[config.mk]
export PLATFORM = sky130hd
export DESIGN_NAME = signed_varint_codec_unit
export DESIGN_NICKNAME = d
export VERILOG_FILES = /design/src/rtl/svcu_pkg.sv /design/src/rtl/svcu_enc.sv /design/src/rtl/svcu_dec.sv /design/src/rtl/signed_varint_codec_unit.sv
export VERILOG_INCLUDE_DIRS = /design/src /design/src/rtl
export SDC_FILE = /design/constraint.sdc
export NUM_CORES = 1
export LEC_CHECK = 0
export ABC_AREA = 1
export CORE_MARGIN = 2
export CORE_UTILIZATION = 55
export DETAILED_ROUTE_END_ITERATION = 16
export DONT_BUFFER_PORTS = 1
export MAX_ROUTING_LAYER = met4
export PLACE_DENSITY = 0.74
export SLEW_MARGIN = 20
export SYNTH_ARGS = -nofsm -noshare
export SYNTH_HDL_FRONTEND = slang
export SYNTH_SLANG_ARGS = --single-unit
[constraint.sdc]
create_clock -name clock -period 3.8 [get_ports clock]
set_input_delay 0.19 -clock clock [delete_from_list [all_inputs] [get_ports clock]]
set_output_delay 0.19 -clock clock [all_outputs]
set_load 0.01 [all_outputs]
[src/rtl/signed_varint_codec_unit_macros.svh]
// Assertion macros for the signed varint codec unit.
// Used by the top level only; no other dependencies.
`ifndef SIGNED_VARINT_CODEC_UNIT_MACROS_SVH
`define SIGNED_VARINT_CODEC_UNIT_MACROS_SVH

// Same-cycle implication, checked outside reset.
`define SVCU_ASSERT_NOW(lbl, clk, rst, ante, cons, msg) \
   lbl: assert property (@(posedge clk) disable iff (rst) (ante) |-> (cons)) \
      else $error(msg);

// Next-cycle implication, checked outside reset.
`define SVCU_ASSERT_NEXT(lbl, clk, rst, ante, cons, msg) \
   lbl: assert property (@(posedge clk) disable iff (rst) (ante) |=> (cons)) \
      else $error(msg);

`endif

[src/rtl/svcu_pkg.sv]
// Shared types and constants of the signed varint codec unit.
// No dependencies.
package svcu_pkg;

   localparam int MAX_ENCODED_BYTES_DEF = 10;
   localparam int GROUP_BITS = 7;

   localparam logic [6:0] GROUP_ALL_ONES = 7'h7F;
   localparam logic [6:0] SHIFT_LIMIT    = 7'd70;
   localparam logic [6:0] SHIFT_STEP     = 7'd7;
   localparam logic [6:0] SHIFT_TOP      = 7'd63;
   localparam logic [6:0] SHIFT_WORD     = 7'd64;

   typedef enum logic {
      CMD_ENCODE = 1'b0,
      CMD_DECODE = 1'b1
   } cmd_type;

   // One byte leaving the encoder.
   typedef struct packed {
      logic       emit;
      logic       last;
      logic [7:0] data;
   } enc_out_type;

   // One value leaving the decoder.
   typedef struct packed {
      logic               fire;
      logic               overlong;
      logic signed [63:0] value;
   } dec_out_type;

endpackage

[src/rtl/svcu_enc.sv]
// Encoder: 64-bit shift register that drops one 7-bit group per cycle while advance is high.
// Depends on svcu_pkg.
module svcu_enc #(
   parameter int MAX_ENCODED_BYTES = svcu_pkg::MAX_ENCODED_BYTES_DEF
) (
   input  logic                  clock,
   input  logic                  reset,
   input  logic                  start,
   input  logic signed [63:0]    value_in,
   input  logic                  advance,
   output logic                  busy,
   output svcu_pkg::enc_out_type enc_out
);

   localparam int CntWidth = $clog2(MAX_ENCODED_BYTES);
   localparam logic [CntWidth-1:0] CntLast = CntWidth'(MAX_ENCODED_BYTES - 1);

   logic                busy_ff, busy_in;
   logic [CntWidth-1:0] cnt_ff, cnt_in;
   logic signed [63:0]  val_ff, val_in;

   logic signed [63:0]  src;
   logic signed [63:0]  rest;
   logic [6:0]          group;
   logic [CntWidth-1:0] cnt_cur;
   logic                emit;
   logic                done;

   always_comb begin
      src     = busy_ff ? val_ff : value_in;
      cnt_cur = busy_ff ? cnt_ff : '0;
      emit    = busy_ff ? advance : start;
      group   = src[6:0];
      rest    = src >>> svcu_pkg::GROUP_BITS;
      done    = ((rest == 64'sd0) && !group[6]) ||
                ((rest == -64'sd1) && group[6]) ||
                (cnt_cur == CntLast);
   end

   always_comb begin
      busy_in = busy_ff;
      cnt_in  = cnt_ff;
      val_in  = val_ff;
      if (emit) begin
         busy_in = !done;
         cnt_in  = cnt_cur + CntWidth'(1);
         val_in  = rest;
      end
   end

   always_comb begin
      enc_out.emit = emit;
      enc_out.last = done;
      enc_out.data = {!done, group};
   end

   assign busy = busy_ff;

   always_ff @(posedge clock) begin
      if (reset) begin
         busy_ff <= 1'b0;
         cnt_ff  <= '0;
      end else begin
         busy_ff <= busy_in;
         cnt_ff  <= cnt_in;
      end
   end

   always_ff @(posedge clock) begin
      val_ff <= val_in;
   end

endmodule

[src/rtl/svcu_dec.sv]
// Decoder: merges one 7-bit group per accepted byte into the accumulator.
// Depends on svcu_pkg.
module svcu_dec (
   input  logic                  clock,
   input  logic                  reset,
   input  logic                  step,
   input  logic [7:0]            byte_in,
   output svcu_pkg::dec_out_type dec_out
);

   logic [63:0] acc_ff, acc_in;
   logic [6:0]  shift_ff, shift_in;
   logic        ovl_ff, ovl_in;

   logic [6:0]  group;
   logic [63:0] acc_new;
   logic [6:0]  shift_sum;
   logic [6:0]  shift_new;
   logic        ovl_new;
   logic [63:0] ext_mask;
   logic        fire;

   always_comb begin
      group   = byte_in[6:0];
      acc_new = acc_ff;
      ovl_new = ovl_ff;
      if (shift_ff < svcu_pkg::SHIFT_TOP) begin
         acc_new = acc_ff | ({57'd0, group} << shift_ff[5:0]);
      end else if (shift_ff == svcu_pkg::SHIFT_TOP) begin
         acc_new = acc_ff | {group[0], 63'd0};
         // only pure sign extension may be dropped silently
         if ((group != 7'd0) && (group != svcu_pkg::GROUP_ALL_ONES)) begin
            ovl_new = 1'b1;
         end
      end else begin
         ovl_new = 1'b1;
      end
      shift_sum = shift_ff + svcu_pkg::SHIFT_STEP;
      shift_new = (shift_sum > svcu_pkg::SHIFT_LIMIT) ? svcu_pkg::SHIFT_LIMIT : shift_sum;
      ext_mask  = '0;
      if (group[6] && (shift_new < svcu_pkg::SHIFT_WORD)) begin
         ext_mask = ~64'd0 << shift_new[5:0];
      end
      fire = step && !byte_in[7];
   end

   always_comb begin
      acc_in   = acc_ff;
      shift_in = shift_ff;
      ovl_in   = ovl_ff;
      if (fire) begin
         acc_in   = '0;
         shift_in = '0;
         ovl_in   = 1'b0;
      end else if (step) begin
         acc_in   = acc_new;
         shift_in = shift_new;
         ovl_in   = ovl_new;
      end
   end

   always_comb begin
      dec_out.fire     = fire;
      dec_out.overlong = ovl_new;
      dec_out.value    = acc_new | ext_mask;
   end

   always_ff @(posedge clock) begin
      if (reset) begin
         acc_ff   <= '0;
         shift_ff <= '0;
         ovl_ff   <= 1'b0;
      end else begin
         acc_ff   <= acc_in;
         shift_ff <= shift_in;
         ovl_ff   <= ovl_in;
      end
   end

endmodule

[src/rtl/signed_varint_codec_unit.sv]
// Channel | Direction | Payload
// req_    | in        | cmd, value_in, byte_in
// rsp_    | out       | byte_out, value_out, is_value, last, overlong
//
// An encode yields 1 to 10 output bytes, the encoder shift register dropping
// one 7-bit group a cycle while the output is not stalled; the first byte leaves in
// the accept cycle. A decode byte is merged when accepted. Results pass an output
// register; a stalled result holds and input is stalled while it blocks.
// Reset is synchronous and clears the decoder and all valid state.
//
// Top level of the signed varint codec unit.
// Depends on svcu_pkg, svcu_enc, svcu_dec and the macro header.
`include "signed_varint_codec_unit_macros.svh"

module signed_varint_codec_unit #(
   parameter int MAX_ENCODED_BYTES = svcu_pkg::MAX_ENCODED_BYTES_DEF
) (
   input  logic               clock,
   input  logic               reset,
   input  logic               req_valid,
   output logic               req_stall,
   input  logic               req_cmd,
   input  logic signed [63:0] req_value_in,
   input  logic [7:0]         req_byte_in,
   output logic               rsp_valid,
   input  logic               rsp_stall,
   output logic [7:0]         rsp_byte_out,
   output logic signed [63:0] rsp_value_out,
   output logic               rsp_is_value,
   output logic               rsp_last,
   output logic               rsp_overlong
);

   svcu_pkg::enc_out_type enc_out;
   svcu_pkg::dec_out_type dec_out;

   logic enc_busy;
   logic out_free;
   logic req_accept;
   logic enc_start;
   logic dec_step;

   logic               rsp_valid_ff, rsp_valid_in;
   logic [7:0]         byte_ff, byte_in;
   logic signed [63:0] value_ff, value_in;
   logic               is_value_ff, is_value_in;
   logic               last_ff, last_in;
   logic               overlong_ff, overlong_in;

   always_comb begin
      out_free   = !rsp_valid_ff || !rsp_stall;
      req_stall  = enc_busy || !out_free;
      req_accept = req_valid && !req_stall;
      enc_start  = req_accept && (req_cmd == svcu_pkg::CMD_ENCODE);
      dec_step   = req_accept && (req_cmd == svcu_pkg::CMD_DECODE);
   end

   svcu_enc #(
      .MAX_ENCODED_BYTES(MAX_ENCODED_BYTES)
   ) u_enc (
      .clock    (clock),
      .reset    (reset),
      .start    (enc_start),
      .value_in (req_value_in),
      .advance  (out_free),
      .busy     (enc_busy),
      .enc_out  (enc_out)
   );

   svcu_dec u_dec (
      .clock   (clock),
      .reset   (reset),
      .step    (dec_step),
      .byte_in (req_byte_in),
      .dec_out (dec_out)
   );

   always_comb begin
      rsp_valid_in = out_free ? 1'b0 : rsp_valid_ff;
      byte_in      = byte_ff;
      value_in     = value_ff;
      is_value_in  = is_value_ff;
      last_in      = last_ff;
      overlong_in  = overlong_ff;
      if (enc_out.emit) begin
         rsp_valid_in = 1'b1;
         byte_in      = enc_out.data;
         value_in     = '0;
         is_value_in  = 1'b0;
         last_in      = enc_out.last;
         overlong_in  = 1'b0;
      end else if (dec_out.fire) begin
         rsp_valid_in = 1'b1;
         byte_in      = '0;
         value_in     = dec_out.value;
         is_value_in  = 1'b1;
         last_in      = 1'b1;
         overlong_in  = dec_out.overlong;
      end
   end

   always_ff @(posedge clock) begin
      if (reset) begin
         rsp_valid_ff <= 1'b0;
      end else begin
         rsp_valid_ff <= rsp_valid_in;
      end
   end

   always_ff @(posedge clock) begin
      byte_ff     <= byte_in;
      value_ff    <= value_in;
      is_value_ff <= is_value_in;
      last_ff     <= last_in;
      overlong_ff <= overlong_in;
   end

   assign rsp_valid     = rsp_valid_ff;
   assign rsp_byte_out  = byte_ff;
   assign rsp_value_out = value_ff;
   assign rsp_is_value  = is_value_ff;
   assign rsp_last      = last_ff;
   assign rsp_overlong  = overlong_ff;

   `SVCU_ASSERT_NOW(a_busy_stalls, clock, reset, enc_busy, req_stall, "input taken while encoding")
   `SVCU_ASSERT_NOW(a_one_source, clock, reset, enc_out.emit, !dec_out.fire,
      "encoder and decoder collide")
   `SVCU_ASSERT_NEXT(a_more_bytes, clock, reset, enc_out.emit && !enc_out.last, enc_busy,
      "encoder stopped early")
   `SVCU_ASSERT_NOW(a_value_last, clock, reset, rsp_valid && rsp_is_value,
      rsp_last && (rsp_byte_out == 8'd0), "bad decode result")

endmodule
==> flow_summary.rst <==
.. list-table::
   :header-rows: 1

   * - Metric
     - Value
   * - Bufs on Longest Clock Path
     - 3
   * - Cell type with the highest occurrence count on the critical path
     - nand2_1
   * - Post-DR vias/cell
     - 5.92
   * - Crit Path Class
     - reg -> reg
   * - Number of enable-type register cells in the synthesized netlist
     - 66
   * - Final hold violation count
     - 0
   * - CTS tree
     - yes
   * - CP Data Arrival Time
     - 3420 ps
   * - Post-synthesis net count
     - 1505
   * - Final Routed Wirelength
     - 34.2 mm
   * - Share of final-layout standard cells stronger than drive strength 1
     - 7.54%
   * - Final-report max-slew violation count
     - 0
   * - Clock insertion delay at the later pin of the skew report
     - 520 ps
   * - Synthesized instance count
     - 1423
   * - Cell-by-cell listing of the critical path
     - inv_2 > ha_1 > nand2_4 > nand2_2 > o21ai_4 > nand3_4 > nor2_2 > o21ai_0 > nand2_1 > nor2_1 > nand3_1 > nand2_1 > inv_1
   * - Reg2reg setup slack
     - 850 ps
   * - Post-synth top area share
     - 27.4%
   * - Remaining Overflow, GRT
     - 0
   * - Die width
     - 142 µm
   * - Total global-route track usage
     - 34.1%
   * - Final layout net count
     - 1538
   * - Final min period
     - 2950 ps
   * - Largest stage delay on the critical path
     - 610 ps
   * - Number of antenna violations at the first check in global routing
     - 0
   * - Filler cells
     - 1613
   * - CTS sink cnt
     - 210
   * - Worst Hold Launch
     - req_value_in[9]
   * - Critical path fanouts, max
     - 14
   * - Root buf cell
     - clkbuf_16
   * - Path depth of the worst reg2reg path
     - 13
   * - Port Buffer Count
     - 0
   * - Unrepaired setup endpoints after global routing
     - false
   * - Average cell area after synthesis
     - 7.39 µm²
   * - Vias in the first global route
     - 9305
   * - Number of levels the H-tree was split into
     - 1
   * - CP Launch Type
     - register
   * - Antenna cells
     - 0
   * - Area of the die
     - 20300 µm²
   * - Number of top-level pins
     - 154
   * - First-pass DRT Iterations
     - 5
   * - Static power due to leakage
     - 5.18 nW
   * - Final sum of negative setup slack
     - 0 ps
   * - Worst-case headroom to the max-slew limit
     - 31.5%
   * - Remaining antenna violation count after routing
     - 0
   * - Type of the worst min-delay path
     - in -> reg
   * - Die H
     - 142 µm
   * - Total number of vias
     - 10102
   * - CP endpoint kind
     - register
   * - YS warnings
     - 0
   * - Slowest cell on crit path
     - dfxtp_1
   * - Clock transition time at the flip-flop clock pins of the worst setup and hold paths
     - 70 ps
   * - Endpoint required time on the critical path
     - 4270 ps
   * - Final period utilization
     - 77.6%
   * - Final HPWL from detailed placement
     - 23.9 mm
   * - Worst ir drop on vdd
     - 0.000323 V
   * - Share of async-settable or async-resettable flops after synthesis
     - 0%
   * - Endpoints failing setup
     - 0
   * - Number of buffers created by CTS
     - 22
   * - Number of violations reported at the end of detailed-routing iteration 0
     - 1132
   * - Initial core utilization
     - 56.1%
   * - Instance area after placement
     - 10600 µm²
   * - Site Rows
     - 50
   * - Fin Clk Skew
     - 25.5 ps
   * - Number of distinct library cells after synthesis
     - 48
   * - Sum of buffers and inverters on the critical path
     - 2
   * - Largest net degree at the start of global routing
     - 83
   * - Layout Area Growth over Synthesis
     - 14.3%
   * - Hold Path Stages
     - 2
   * - Wire length of the first global-routing pass
     - 51.9 mm
   * - Flop and latch count out of synthesis
     - 210
   * - Total standard cell area after synthesis
     - 10500 µm²
   * - Routability congestion estimate
     - 0.998
   * - Most used flip-flop cell after synthesis
     - dfxtp_1
   * - Number of DRC violations after detailed routing
     - 0
   * - Reg-to-reg startpoint
     - u_dec.shift_ff[1]
   * - Number of max-capacitance violations reported
     - 0
   * - Design Area, Final
     - 12000 µm²
   * - Post-Place Setup Slack
     - 928 ps
   * - Library cell with the largest summed area after synthesis
     - dfxtp_1
   * - Delay-heaviest family, CP
     - simple AND/OR/NAND/NOR gates
   * - Worst-case hold path end point
     - u_enc.val_ff[2]
   * - Ranking of synthesized cells by area
     - dfxtp_1 27%, edfxtp_1 19%, nand2_1 12%
   * - Highest achievable clock rate
     - 339 MHz
   * - Outcome
     - finished, final reports clean
   * - Drt wl/cell
     - 20.0 µm
   * - Transition at the pin with the smallest max-transition slack
     - 1020 ps
   * - Seq/Total Area, Yosys
     - 46.2%
   * - Placeable core region
     - 18800 µm²
   * - Least setup slack across all paths after layout
     - 851 ps
   * - Worst reg2reg endpoint
     - rsp_value_out[28]
   * - Pwr Density
     - 501 nW/µm²
==> cell families (layout without fill, tap and decap cells) <==
| kind of cell | after synthesis | in the layout | share of synthesized area [%] |
|---|---|---|---|
| AND/OR/NAND/NOR | 642 | 642 | 26.8 |
| flip-flops | 210 | 210 | 46.2 |
| AO/OA/AOI/OAI | 324 | 324 | 17.1 |
| XOR/XNOR | 2 | 2 | 0.167 |
| buffers and inverters | 240 | 289 | 9.14 |
| adder cells (fa/ha/maj) | 5 | 5 | 0.595 |
==> report_power, final <==
| group | internal (W) | total, W | leakage (nW) | switching [W] |
|---|---|---|---|---|
| combinational | 0.000298 | 0.00106 | 2.99 | 0.000765 |
| clock | 0.00137 | 0.00227 | 0.382 | 0.000904 |
| sequential | 0.00252 | 0.00269 | 1.81 | 0.000171 |
| total | 0.00419 | 0.00603 | 5.18 | 0.00184 |
==> worst reg2reg max path: stages (launching register included) <==
cell	delay, ps
dfxtp_1	610
inv_2	170
ha_1	280
nand2_4	100
nand2_2	90
o21ai_4	180
nand3_4	160
nor2_2	580
o21ai_0	330
nand2_1	160
nor2_1	50
nand3_1	100
nand2_1	60
inv_1	40
==> layout by cell type (no fill, tap or decap), drive strengths merged, types with 9 or more instances in the layout <==
cell           n
nand3         91
dlygate4sd3   62
nand4         38
nor2         144
o21ai        160
dfxtp        144
inv          170
buf           16
edfxtp        66
a211oi         9
o21a          12
a21oi        111
clkbuf        32
nand2        356
a31oi          9
==> metrics by stage <==
step / std cells / hold WS, ps / total power, W / utilization (%)
2_1_floorplan: 1423 / 259 / 0.00339 / -
3_3_place_gp: 1604 / 255 / 0.00370 / 56.6
3_5_place_dp: 1604 / 264 / 0.00371 / 56.6
4_1_cts: 1706 / 2.29 / 0.00601 / 64.1
5_1_grt: 1706 / 18.9 / 0.00625 / 64.1
6_report: 1706 / 10.1 / 0.00603 / 64.1
==> synth_stat cells, types with 3 or more instances <==
master	number
nand2_1	338
inv_1	158
o21ai_0	150
dfxtp_1	144
nor2_1	129
a21oi_1	109
nand3_1	89
edfxtp_1	66
nand4_1	37
clkbuf_1	36
buf_2	25
nand2_2	12
o21a_1	12
inv_2	10
a211oi_1	9
a31oi_1	9
nor2_4	8
nor2_2	7
nor3_1	7
o21ai_1	7
o21bai_1	7
nand2_4	6
o211a_1	6
ha_1	5
buf_1	3
buf_4	3
o211ai_1	3
or2_2	3
==> state kept, by name, indices dropped and copies added, names as in the netlist <==
register        flops
rsp_byte_out        8
u_dec.acc_ff       64
rsp_is_value        1
u_enc.cnt_ff        4
rsp_value_out      64
u_enc.val_ff       57
rsp_overlong        1
u_enc.busy          1
rsp_valid           1
u_dec.ovl_ff        1
u_dec.shift_ff      7
rsp_last            1
==> worst max path at each step <==
stage / start / to / slack [ps] / cells after the start
after floorplan: u_enc.busy / rsp_byte_out[0] / 1210 / 6
after global placement: u_dec.shift_ff[1] / rsp_value_out[28] / 900 / 13
after detailed placement: u_dec.shift_ff[1] / rsp_value_out[28] / 930 / 13
after CTS: u_dec.shift_ff[1] / rsp_value_out[28] / 930 / 13
after global routing: u_dec.shift_ff[1] / rsp_value_out[52] / 700 / 13
final: u_dec.shift_ff[1] / rsp_value_out[28] / 850 / 13
==> routing by layer <==
metal	GRT usage, %	up-vias	wire length (µm)
met5	-	-	0
met4	10.7	0	1160
met3	7.94	82	3530
met2	54.1	529	15800
met1	43.8	4718	13700
li1	-	4773	-
==> what timing repair did <==
action / 4_1_cts / 5_1_grt
buffers inserted: 0 / 0
endpoints found under the hold margin: 67 / 0
hold buffers: 62 / 0
gates resized for setup: 0 / 0
==> final cells by class <==
class | instances | area [µm²] | area share [%]
clock buffers | 32 | 669 | 5.56
clock inverters | 8 | 108 | 0.895
repair buffers | 78 | 753 | 6.26
well taps | 234 | 293 | 2.43
inverters | 171 | 646 | 5.37
multi-input cells | 973 | 4690 | 39.0
flip-flops and latches | 210 | 4870 | 40.5
(Power assumes the default switching activity.)
